`src/hdl/tbcb_pkg.sv`:
```
// ----------------------------------------------------------------------------
// Bayer color bar test pattern: shared definitions
// Register indexes, bar and channel codes, default sizes and the bar lookup.
// ----------------------------------------------------------------------------
package tbcb_pkg;

  // Default sizes for the top-level parameters.
  localparam int unsigned PIXEL_BITS_DEF = 12;
  localparam int unsigned DIM_BITS_DEF   = 13;

  // Configuration port index width and register indexes.
  localparam int unsigned CFG_IDX_BITS = 8;
  localparam logic [CFG_IDX_BITS-1:0] REG_FRAME_WIDTH    = CFG_IDX_BITS'(0);
  localparam logic [CFG_IDX_BITS-1:0] REG_FRAME_HEIGHT   = CFG_IDX_BITS'(1);
  localparam logic [CFG_IDX_BITS-1:0] REG_BAYER_PATTERN  = CFG_IDX_BITS'(2);
  localparam logic [CFG_IDX_BITS-1:0] REG_PATTERN_ENABLE = CFG_IDX_BITS'(3);

  // Register reset values.
  localparam int unsigned FRAME_WIDTH_RST  = 1920;
  localparam int unsigned FRAME_HEIGHT_RST = 1080;

  // Bar block counter and the mask that forms the block width.
  localparam int unsigned BLK_CNT_BITS = 10;
  localparam logic [BLK_CNT_BITS-1:0] BLOCK_MASK = 10'h3FE;

  // Bar codes, left to right.
  localparam logic [2:0] BAR_WHITE   = 3'd0;
  localparam logic [2:0] BAR_BLACK   = 3'd1;
  localparam logic [2:0] BAR_RED     = 3'd2;
  localparam logic [2:0] BAR_GREEN   = 3'd3;
  localparam logic [2:0] BAR_BLUE    = 3'd4;
  localparam logic [2:0] BAR_CYAN    = 3'd5;
  localparam logic [2:0] BAR_MAGENTA = 3'd6;
  localparam logic [2:0] BAR_YELLOW  = 3'd7;

  // Bayer channel codes.
  localparam logic [1:0] CH_RED   = 2'd0;
  localparam logic [1:0] CH_GR    = 2'd1;
  localparam logic [1:0] CH_GB    = 2'd2;
  localparam logic [1:0] CH_BLUE  = 2'd3;

  // Mode registers that travel together.
  typedef struct packed {
    logic [1:0] bayer_pattern;
    logic       pattern_enable;
  } mode_t;

  // Per-word control carried from the input stage to the output stage.
  typedef struct packed {
    logic       enable;
    logic [1:0] channel;
    logic [2:0] bar;
  } stage_ctl_t;

  // True if the given bar lights the given Bayer channel.
  function automatic logic bar_lit(input logic [2:0] bar, input logic [1:0] ch);
    logic lit;
    case (bar)
      BAR_WHITE:   lit = 1'b1;
      BAR_BLACK:   lit = 1'b0;
      BAR_RED:     lit = (ch == CH_RED);
      BAR_GREEN:   lit = (ch == CH_GR) || (ch == CH_GB);
      BAR_BLUE:    lit = (ch == CH_BLUE);
      BAR_CYAN:    lit = (ch != CH_RED);
      BAR_MAGENTA: lit = (ch == CH_RED) || (ch == CH_BLUE);
      BAR_YELLOW:  lit = (ch != CH_BLUE);
      default:     lit = 1'b0;
    endcase
    return lit;
  endfunction

endpackage

```
`src/hdl/tbcb_cfg.sv`:
```
// ----------------------------------------------------------------------------
// Bayer color bar test pattern: configuration registers
// Holds frame size and mode registers, written through the config channel.
// ----------------------------------------------------------------------------
module tbcb_cfg #(
  parameter int unsigned DIM_BITS = tbcb_pkg::DIM_BITS_DEF
) (
  input  logic                              clk_i,
  input  logic                              rst_ni,
  input  logic                              cfg_valid_i,
  output logic                              cfg_ready_o,
  input  logic [tbcb_pkg::CFG_IDX_BITS-1:0] cfg_index_i,
  input  logic [DIM_BITS-1:0]               cfg_data_i,
  output logic [DIM_BITS-1:0]               frame_width_o,
  output logic [DIM_BITS-1:0]               frame_height_o,
  output tbcb_pkg::mode_t                   mode_o
);
  import tbcb_pkg::*;

  logic [DIM_BITS-1:0] frame_width_q, frame_width_d;
  logic [DIM_BITS-1:0] frame_height_q, frame_height_d;
  mode_t               mode_q, mode_d;
  logic                wr_en;

  // Writes are always taken; unknown indexes change nothing.
  assign cfg_ready_o = 1'b1;
  assign wr_en       = cfg_valid_i && cfg_ready_o;

  // Next register values.
  always_comb begin
    frame_width_d  = frame_width_q;
    frame_height_d = frame_height_q;
    mode_d         = mode_q;
    if (wr_en) begin
      case (cfg_index_i)
        REG_FRAME_WIDTH:    frame_width_d  = cfg_data_i;
        REG_FRAME_HEIGHT:   frame_height_d = cfg_data_i;
        REG_BAYER_PATTERN:  mode_d.bayer_pattern  = cfg_data_i[1:0];
        REG_PATTERN_ENABLE: mode_d.pattern_enable = cfg_data_i[0];
        default: ;
      endcase
    end
  end

  always_ff @(posedge clk_i or negedge rst_ni) begin
    if (!rst_ni) begin
      frame_width_q  <= DIM_BITS'(FRAME_WIDTH_RST);
      frame_height_q <= DIM_BITS'(FRAME_HEIGHT_RST);
      mode_q         <= '0;
    end else begin
      frame_width_q  <= frame_width_d;
      frame_height_q <= frame_height_d;
      mode_q         <= mode_d;
    end
  end

  assign frame_width_o  = frame_width_q;
  assign frame_height_o = frame_height_q;
  assign mode_o         = mode_q;

endmodule

```
`src/hdl/tbcb_raster.sv`:
```
// ----------------------------------------------------------------------------
// Bayer color bar test pattern: raster tracking and input stage
// Advances row and column counters per accepted word (bar counters while the
// pattern is on) and registers the pixel with its Bayer channel and bar.
// ----------------------------------------------------------------------------
module tbcb_raster #(
  parameter int unsigned PIXEL_BITS = tbcb_pkg::PIXEL_BITS_DEF,
  parameter int unsigned DIM_BITS   = tbcb_pkg::DIM_BITS_DEF
) (
  input  logic                   clk_i,
  input  logic                   rst_ni,
  input  logic [DIM_BITS-1:0]    frame_width_i,
  input  logic [DIM_BITS-1:0]    frame_height_i,
  input  tbcb_pkg::mode_t        mode_i,
  input  logic                   in_valid_i,
  output logic                   in_ready_o,
  input  logic [PIXEL_BITS-1:0]  in_pixel_i,
  output logic                   s1_valid_o,
  input  logic                   s1_ready_i,
  output logic [PIXEL_BITS-1:0]  s1_pixel_o,
  output tbcb_pkg::stage_ctl_t   s1_ctl_o
);
  import tbcb_pkg::*;

  logic [DIM_BITS-1:0]     col_q, col_d, row_q, row_d;
  logic [BLK_CNT_BITS-1:0] blk_q, blk_d;
  logic [2:0]              bar_q, bar_d, bar_upd;
  logic [BLK_CNT_BITS-1:0] blk_upd;
  logic [DIM_BITS+BLK_CNT_BITS-1:0] width_ext;
  logic [BLK_CNT_BITS-1:0] block_width;
  logic [DIM_BITS:0]       col_inc, row_inc;
  logic                    accept;
  logic                    s1_valid_q;
  logic [PIXEL_BITS-1:0]   s1_pixel_q;
  stage_ctl_t              s1_ctl_q, s1_ctl_d;

  assign in_ready_o = !s1_valid_q || s1_ready_i;
  assign accept     = in_valid_i && in_ready_o;

  // Block width is an eighth of the frame width, rounded down to even.
  assign width_ext   = {{BLK_CNT_BITS{1'b0}}, frame_width_i} >> 3;
  assign block_width = width_ext[BLK_CNT_BITS-1:0] & BLOCK_MASK;

  // Bar stepping while the generator is on; held otherwise.
  always_comb begin
    blk_upd = blk_q;
    bar_upd = bar_q;
    if (mode_i.pattern_enable) begin
      if (blk_q == block_width) begin
        blk_upd = BLK_CNT_BITS'(1);
        if (bar_q != BAR_YELLOW) begin
          bar_upd = bar_q + 3'd1;
        end
      end else begin
        blk_upd = blk_q + BLK_CNT_BITS'(1);
      end
    end
  end

  // Control for this word uses the bar after stepping.
  always_comb begin
    s1_ctl_d.enable  = mode_i.pattern_enable;
    s1_ctl_d.channel = {row_q[0], col_q[0]} ^ mode_i.bayer_pattern;
    s1_ctl_d.bar     = bar_upd;
  end

  // Raster advance; the end of a row clears the bar state.
  assign col_inc = {1'b0, col_q} + (DIM_BITS+1)'(1);
  assign row_inc = {1'b0, row_q} + (DIM_BITS+1)'(1);

  always_comb begin
    col_d = col_q;
    row_d = row_q;
    blk_d = blk_q;
    bar_d = bar_q;
    if (accept) begin
      blk_d = blk_upd;
      bar_d = bar_upd;
      if (col_inc >= {1'b0, frame_width_i}) begin
        col_d = '0;
        blk_d = '0;
        bar_d = BAR_WHITE;
        if (row_inc >= {1'b0, frame_height_i}) begin
          row_d = '0;
        end else begin
          row_d = row_inc[DIM_BITS-1:0];
        end
      end else begin
        col_d = col_inc[DIM_BITS-1:0];
      end
    end
  end

  always_ff @(posedge clk_i or negedge rst_ni) begin
    if (!rst_ni) begin
      col_q      <= '0;
      row_q      <= '0;
      blk_q      <= '0;
      bar_q      <= BAR_WHITE;
      s1_valid_q <= 1'b0;
    end else begin
      col_q <= col_d;
      row_q <= row_d;
      blk_q <= blk_d;
      bar_q <= bar_d;
      if (in_ready_o) begin
        s1_valid_q <= in_valid_i;
      end
    end
  end

  // Input stage payload.
  always_ff @(posedge clk_i) begin
    if (accept) begin
      s1_pixel_q <= in_pixel_i;
      s1_ctl_q   <= s1_ctl_d;
    end
  end

  assign s1_valid_o = s1_valid_q;
  assign s1_pixel_o = s1_pixel_q;
  assign s1_ctl_o   = s1_ctl_q;

endmodule

```
`src/hdl/tbcb_color.sv`:
```
// ----------------------------------------------------------------------------
// Bayer color bar test pattern: output stage
// Chooses pass-through or bar value and holds it in the result register.
// ----------------------------------------------------------------------------
module tbcb_color #(
  parameter int unsigned PIXEL_BITS = tbcb_pkg::PIXEL_BITS_DEF
) (
  input  logic                  clk_i,
  input  logic                  rst_ni,
  input  logic                  s1_valid_i,
  output logic                  s1_ready_o,
  input  logic [PIXEL_BITS-1:0] s1_pixel_i,
  input  tbcb_pkg::stage_ctl_t  s1_ctl_i,
  output logic                  out_valid_o,
  input  logic                  out_ready_i,
  output logic [PIXEL_BITS-1:0] out_pixel_o
);
  import tbcb_pkg::*;

  logic                  out_valid_q;
  logic [PIXEL_BITS-1:0] out_pixel_q, out_pixel_d;

  assign s1_ready_o = !out_valid_q || out_ready_i;

  // Bar value is full scale where the bar lights this channel.
  always_comb begin
    if (s1_ctl_i.enable) begin
      out_pixel_d = bar_lit(s1_ctl_i.bar, s1_ctl_i.channel) ? {PIXEL_BITS{1'b1}} : '0;
    end else begin
      out_pixel_d = s1_pixel_i;
    end
  end

  always_ff @(posedge clk_i or negedge rst_ni) begin
    if (!rst_ni) begin
      out_valid_q <= 1'b0;
    end else if (s1_ready_o) begin
      out_valid_q <= s1_valid_i;
    end
  end

  always_ff @(posedge clk_i) begin
    if (s1_valid_i && s1_ready_o) begin
      out_pixel_q <= out_pixel_d;
    end
  end

  assign out_valid_o = out_valid_q;
  assign out_pixel_o = out_pixel_q;

endmodule

```
`src/hdl/bayer_color_bar_test_pattern.sv`:
```
// ----------------------------------------------------------------------------
// Bayer color bar test pattern generator
// Raw Bayer pixel stream pass-through or eight-bar color test pattern.
// ----------------------------------------------------------------------------
// Takes one raw pixel word per clock in raster order and gives one pixel word
// per clock while neither side stalls, through an input stage that tracks the
// raster position and bar, and a result register that picks the output value.
// Both stages move whenever the next one can take their word, so a full
// stream runs at one word per cycle and backpressure on the master side stalls
// the slave side only once both stages are full. Frame size, Bayer phase and
// pattern enable are written on the config channel, by the user only while
// the stream is idle; the block does not enforce it. With the pattern on,
// each output is zero or full scale depending on its Bayer channel and on the
// bar (white, black, red, green, blue, cyan, magenta, yellow) its column is in.
module bayer_color_bar_test_pattern #(
  parameter int unsigned PIXEL_BITS = tbcb_pkg::PIXEL_BITS_DEF,
  parameter int unsigned DIM_BITS   = tbcb_pkg::DIM_BITS_DEF,
  localparam int unsigned TDATA_BITS = ((PIXEL_BITS + 7) / 8) * 8
) (
  input  logic                              clk_i,
  input  logic                              rst_ni,
  // Config channel.
  input  logic                              cfg_valid_i,
  output logic                              cfg_ready_o,
  input  logic [tbcb_pkg::CFG_IDX_BITS-1:0] cfg_index_i,
  input  logic [DIM_BITS-1:0]               cfg_data_i,
  // Slave side.
  input  logic                              s_axis_tvalid_i,
  output logic                              s_axis_tready_o,
  input  logic [TDATA_BITS-1:0]             s_axis_tdata_i,  // pixel_in
  // Master side.
  output logic                              m_axis_tvalid_o,
  input  logic                              m_axis_tready_i,
  output logic [TDATA_BITS-1:0]             m_axis_tdata_o   // pixel_out
);
  import tbcb_pkg::*;

  logic [DIM_BITS-1:0]   frame_width, frame_height;
  mode_t                 mode;
  logic                  s1_valid, s1_ready;
  logic [PIXEL_BITS-1:0] s1_pixel, out_pixel;
  stage_ctl_t            s1_ctl;

  tbcb_cfg #(
    .DIM_BITS(DIM_BITS)
  ) u_cfg (
    .clk_i          (clk_i),
    .rst_ni         (rst_ni),
    .cfg_valid_i    (cfg_valid_i),
    .cfg_ready_o    (cfg_ready_o),
    .cfg_index_i    (cfg_index_i),
    .cfg_data_i     (cfg_data_i),
    .frame_width_o  (frame_width),
    .frame_height_o (frame_height),
    .mode_o         (mode)
  );

  tbcb_raster #(
    .PIXEL_BITS(PIXEL_BITS),
    .DIM_BITS  (DIM_BITS)
  ) u_raster (
    .clk_i          (clk_i),
    .rst_ni         (rst_ni),
    .frame_width_i  (frame_width),
    .frame_height_i (frame_height),
    .mode_i         (mode),
    .in_valid_i     (s_axis_tvalid_i),
    .in_ready_o     (s_axis_tready_o),
    .in_pixel_i     (s_axis_tdata_i[PIXEL_BITS-1:0]),
    .s1_valid_o     (s1_valid),
    .s1_ready_i     (s1_ready),
    .s1_pixel_o     (s1_pixel),
    .s1_ctl_o       (s1_ctl)
  );

  tbcb_color #(
    .PIXEL_BITS(PIXEL_BITS)
  ) u_color (
    .clk_i       (clk_i),
    .rst_ni      (rst_ni),
    .s1_valid_i  (s1_valid),
    .s1_ready_o  (s1_ready),
    .s1_pixel_i  (s1_pixel),
    .s1_ctl_i    (s1_ctl),
    .out_valid_o (m_axis_tvalid_o),
    .out_ready_i (m_axis_tready_i),
    .out_pixel_o (out_pixel)
  );

  assign m_axis_tdata_o = TDATA_BITS'(out_pixel);

  // An empty input stage never holds off the slave side.
  a_in_ready_when_empty: assert property (@(posedge clk_i) disable iff (!rst_ni)
    !s1_valid |-> s_axis_tready_o)
    else $error("input stage empty but not ready");

  // A pass-through word reaches the result register unchanged.
  a_pass_through: assert property (@(posedge clk_i) disable iff (!rst_ni)
    (s1_valid && s1_ready && !s1_ctl.enable) |=> (out_pixel == $past(s1_pixel)))
    else $error("pass-through pixel altered");

  // A pattern word is either zero or full scale.
  a_bar_levels: assert property (@(posedge clk_i) disable iff (!rst_ni)
    (s1_valid && s1_ready && s1_ctl.enable) |=>
      ((out_pixel == '0) || (out_pixel == {PIXEL_BITS{1'b1}})))
    else $error("bar value not zero or full scale");

endmodule
```
`config.mk`:
```
export PLATFORM = sky130hd
export DESIGN_NAME = bayer_color_bar_test_pattern
export DESIGN_NICKNAME = d
export VERILOG_FILES = /design/src/hdl/tbcb_pkg.sv /design/src/hdl/tbcb_cfg.sv /design/src/hdl/tbcb_raster.sv /design/src/hdl/tbcb_color.sv /design/src/hdl/bayer_color_bar_test_pattern.sv
export SDC_FILE = /design/constraint.sdc
export NUM_CORES = 1
export LEC_CHECK = 0
export BUFFER_PORTS_ARGS = -buffer_cell sky130_fd_sc_hd__buf_2
export CELL_PAD_IN_SITES_DETAIL_PLACEMENT = 0
export CELL_PAD_IN_SITES_GLOBAL_PLACEMENT = 1
export CORE_MARGIN = 5
export CORE_UTILIZATION = 28
export DETAILED_ROUTE_END_ITERATION = 16
export GPL_TIMING_DRIVEN = 0
export PLACE_DENSITY = 0.53
export SYNTH_ARGS = -nofsm -noshare
export SYNTH_HDL_FRONTEND = slang
export SYNTH_SLANG_ARGS = --single-unit
```
`constraint.sdc`:
```
create_clock -name clk_i -period 5.25 [get_ports clk_i]
set_clock_uncertainty 0.15 [all_clocks]
set_input_delay 0.2625 -clock clk_i [delete_from_list [all_inputs] [get_ports clk_i]]
set_output_delay 0.2625 -clock clk_i [all_outputs]
set_load 0.1 [all_outputs]
```
==> results.txt <==
- After Yosys synthesis, full adders, half adders and majority gates account for between 7 and 8% of the synthesized area.
- The critical path is of the reg -> reg type.
* Fill count: 1982
* Kind of start point of the critical path: register
- Status: complete, no violations
- Startpoint of the most critical register-to-register path: u_raster.row_q[0]
- Combinational family with the most area after synthesis: simple AND/OR/NAND/NOR gates
- After the first detailed-routing iteration, the DRC count stood at about 240.
- Complex-gate fraction of the synthesized area: between 10% and 20%
- In this run the most critical hold path is launched from cfg_data_i[4].
* Detail Route Antenna Nets: 0
* Root Buffer: clkbuf_16
- After detailed routing, the total wire length is around 13000 um.
* Clock latency of the later-clocked register in the worst-skew pair: 0.35 ns
- Dividing the detail-routed wire length by the instance count gives roughly 15 um.
- DRC: 0
* Power per cell area: ~300 mW/mm^2
- At the pin with the least slew margin, the transition time is between 0.7 and 0.8 ns.
* Library cells used by synthesis: 56
- Placed insts: 850
* Cell area after placement: between 0.006 and 0.007 sq mm
* Critical path arrival: 3.93 ns
- Subtracting the final worst setup slack from the clock period gives 3.84 ns.
- Switch share: a little under a third
- Number of diodes added for antenna fixing: 0
- The tightest min-delay check is of the in -> reg type.
* Delay of the slowest critical-path stage: 0.48 ns
* Largest delay share family, worst path: simple AND/OR/NAND/NOR gates
- In this run the cell area of the synthesized design comes to 0.00546 sq mm.
* Final-layout worst hold slack: 0.00707 ns
* 1st-pass router iterations: 4
- In the final timing run, aggregate negative setup slack is 0 ns.
- For this run, the top clock speed supported by timing is 0.260 GHz.
* Cell-by-cell listing of the critical path: ha_1 > and3_1 > and3_1 > nand3_1 > xor2_1 > inv_1 > ha_1 > nand3_1 > or3_1 > o211ai_1 > clkbuf_1 > o21bai_1 > a22o_1
- The via count of the first global-routing pass is 3963.
- In this run the vertical extent of the chip is approximately 150 um.
* Port Buffers: 51
* Design internal power: around 1.4 mW
* Worst slack at placement: about 1.4 ns
* Yosys reg bits: 100
- Required time worst endpoint: about 5.3 ns
- CTS saw 100 sinks.
- Of the total synthesized cell area, the portion taken by AND, OR, NAND and NOR gates is between 10% and 20%.
* Sequential share of power: 46.9%
* Final Wtd Congestion: ~0.78
- Setup repair after global routing left no endpoint under its margin.
- For this run, the register share of the synthesized area comes to between 40% and 50%.
* Share of async-settable or async-resettable flops after synthesis: a little over two thirds
- The finished layout holds 888 standard cells, fillers aside.
* Maximum net fanout on the critical path: 10
- Number of primary I/O pins: 61
- First-pass GRT wire length: 21100 um
- Area growth from synthesis to final layout: 21.1%
* GRT overflow: 0
- Leakage power: a little under 3 nW
- TritonCTS clock tree: yes
- Switching power: between 0.6 and 0.7 mW
- Initial core utilization: ~28%
- The clock network accounts for a little over a third of the total power.
* Top library cells by usage in the layout, fill and taps aside: nand2_1, dfrtp_1, buf_2
- Summing the areas of all xor and xnor instances in the mapped netlist gives roughly 5.3% of the synthesized area.
* Kind of end point of the critical path: register
- Via density per instance: approximately 4.6
- Across all layers, the routed design uses between 4000 and 5000 vias.
- The slowest stage of the critical path is the dfrtp_1 cell.
- The H-tree generated during clock tree synthesis spans 3 levels.
* Post-cts resize count: 0
* Core area: between 0.015 and 0.02 sq mm
* Number of synthesized flops with an enable pin: 30
- Commonest non-fill, non-tap cell in the layout: nand2_1
- Post-synthesis cell count: 530
- Initial antenna violation count: 0
* GRT Total Usage: a little under an eighth
- Tracing the worst setup path back leads to its startpoint at u_raster.row_q[0].
* Layout cells sized above 1: approximately 20%
- Multiplexer fraction of the synthesized cell area: ~4.2%
- The tool flagged a number of max-cap violations equal to 0.
- X dimension of the die: 150 um
- Clock buffers created by TritonCTS: 9
- Final period util: about 73%
- Setup violations remaining at the end of the flow were counted as 0.
- The final-report max-slew violation count was 0.
- Final worst slack: 1.41 ns
- Entering global routing, the biggest net connects 55 pins.
- Final Hold Violating Endpoints: 0
- Largest voltage drop on the vdd net: roughly 130 uV
* Final HPWL from detailed placement: approximately 9600 um
- Crit path buffers/inverters: 2
- The longest clock path from root to sink contains 2 buffers.
- Final net count: between 600 and 700
* Final Instance Area: 0.00661 sq mm
- Number of placement rows: 51
- For this run, the number of Yosys warnings is 0.
- Power share of the combinational group: between 10% and 20%
- For this run, the leading register cell type out of synthesis is dfrtp_1.
* Clock transition at the register clock pins on the worst setup and hold paths after CTS: 0.07 ns
* Synthesized area per cell: ~10 sq um
- Max_slew headroom: between 50% and 60%
* Die area: approximately 0.022 sq mm
-- flip-flops by register name, indices dropped and copies added, names as in the netlist --
name                  count
u_color.out_pixel_o      12
u_cfg.frame_height_o     13
u_cfg.frame_width_o      13
u_color.out_valid_o       1
u_raster.bar_q            3
u_raster.s1_valid_o       1
u_raster.col_q           13
u_raster.blk_q           10
u_raster.row_q           13
u_raster.s1_ctl_o         6
u_cfg.mode_o              3
u_raster.s1_pixel_o      12
-- routing by layer --
metal	routed length, um	vias up	track usage, %	part of all wire [%]
met5	0	-	0	0
met4	197	0	4.26	1.5
met3	537	13	1.97	4.1
met2	5690	83	18.0	44
met1	6520	1919	17.2	50
li1	-	2027	-	-
-- stage by stage --
stage	total power [mW]	utilization [%]
final	2.00	34.2
after global routing	2.10	34.2
after CTS	2.03	34.2
after detailed placement	1.30	31.5
after global placement	1.29	31.3
after floorplan	1.20	-
-- tightest hold or removal path, delay by kind of cell --
kind / cells / cell delay (ns)
AO/OA/AOI/OAI: 1 / 0.06
buffers and inverters: 1 / 0.10
AND/OR/NAND/NOR: 1 / 0.04
-- power groups by stage --
stage,sequential (mW),combinational (mW),clock [mW]
after CTS,0.939,0.365,0.724
after floorplan,1.00,0.194,0
after global routing,0.949,0.404,0.750
final,0.939,0.359,0.702
after global placement,0.953,0.341,0
after detailed placement,0.954,0.349,0
-- kinds of logic after synthesis --
group	after synthesis
other	2
xor gates and xnor gates	33
DFF	100
and+or+nand+nor	162
buffers and inverters	69
AOI/OAI and AO/OA	112
adders and majority gates	32
muxes	20
-- cell type report --
type	instances	area [sq um]	share of cell area [%]
Buffer	22	138	2.08
Clock buffer	10	229	3.47
Clock inverter	6	72.6	1.10
Inverter	47	176	2.67
Multi-Input combinational cell	364	2490	37.7
Sequential cell	100	2660	40.3
Tap cell	265	332	5.02
Timing Repair Buffer	74	505	7.65
-- worst paths after layout --
path / endpoint / slack, ns / cells after the start
setup / recovery: u_raster.row_q[11] / 1.41 / 13
hold / removal: u_cfg.frame_width_o[4] / 0.007 / 3
setup reg to reg: u_raster.row_q[11] / 1.41 / 13
hold reg to reg: u_color.out_valid_o / 0.33 / 1
max in group asynchronous: u_cfg.frame_width_o[7] / 4.15 / 3
min in group asynchronous: u_color.out_valid_o / 0.17 / 2
-- timing repair --
action / CTS / global route
endpoints found under the hold margin: 87 / 0
hold buffers: 22 / 0
buffers inserted: 0 / 0
-- Yosys cell counts (8+ instances only) --
master,instances,area [sq um]
dfstp_2,8,210
xnor2_1,22,193
edfxtp_1,30,901
nand2_1,63,236
ha_1,32,400
o21ai_0,44,220
and3_1,14,87.6
nand2b_1,11,68.8
nand3_1,21,105
o21ai_2,8,70.1
xor2_1,11,96.3
mux2_2,19,214
a21oi_1,11,55.1
nor2_1,14,52.6
clkbuf_1,9,33.8
nand4_1,9,56.3
inv_1,47,176
dfrtp_1,62,1550
Power figures use the tool's default switching activity.
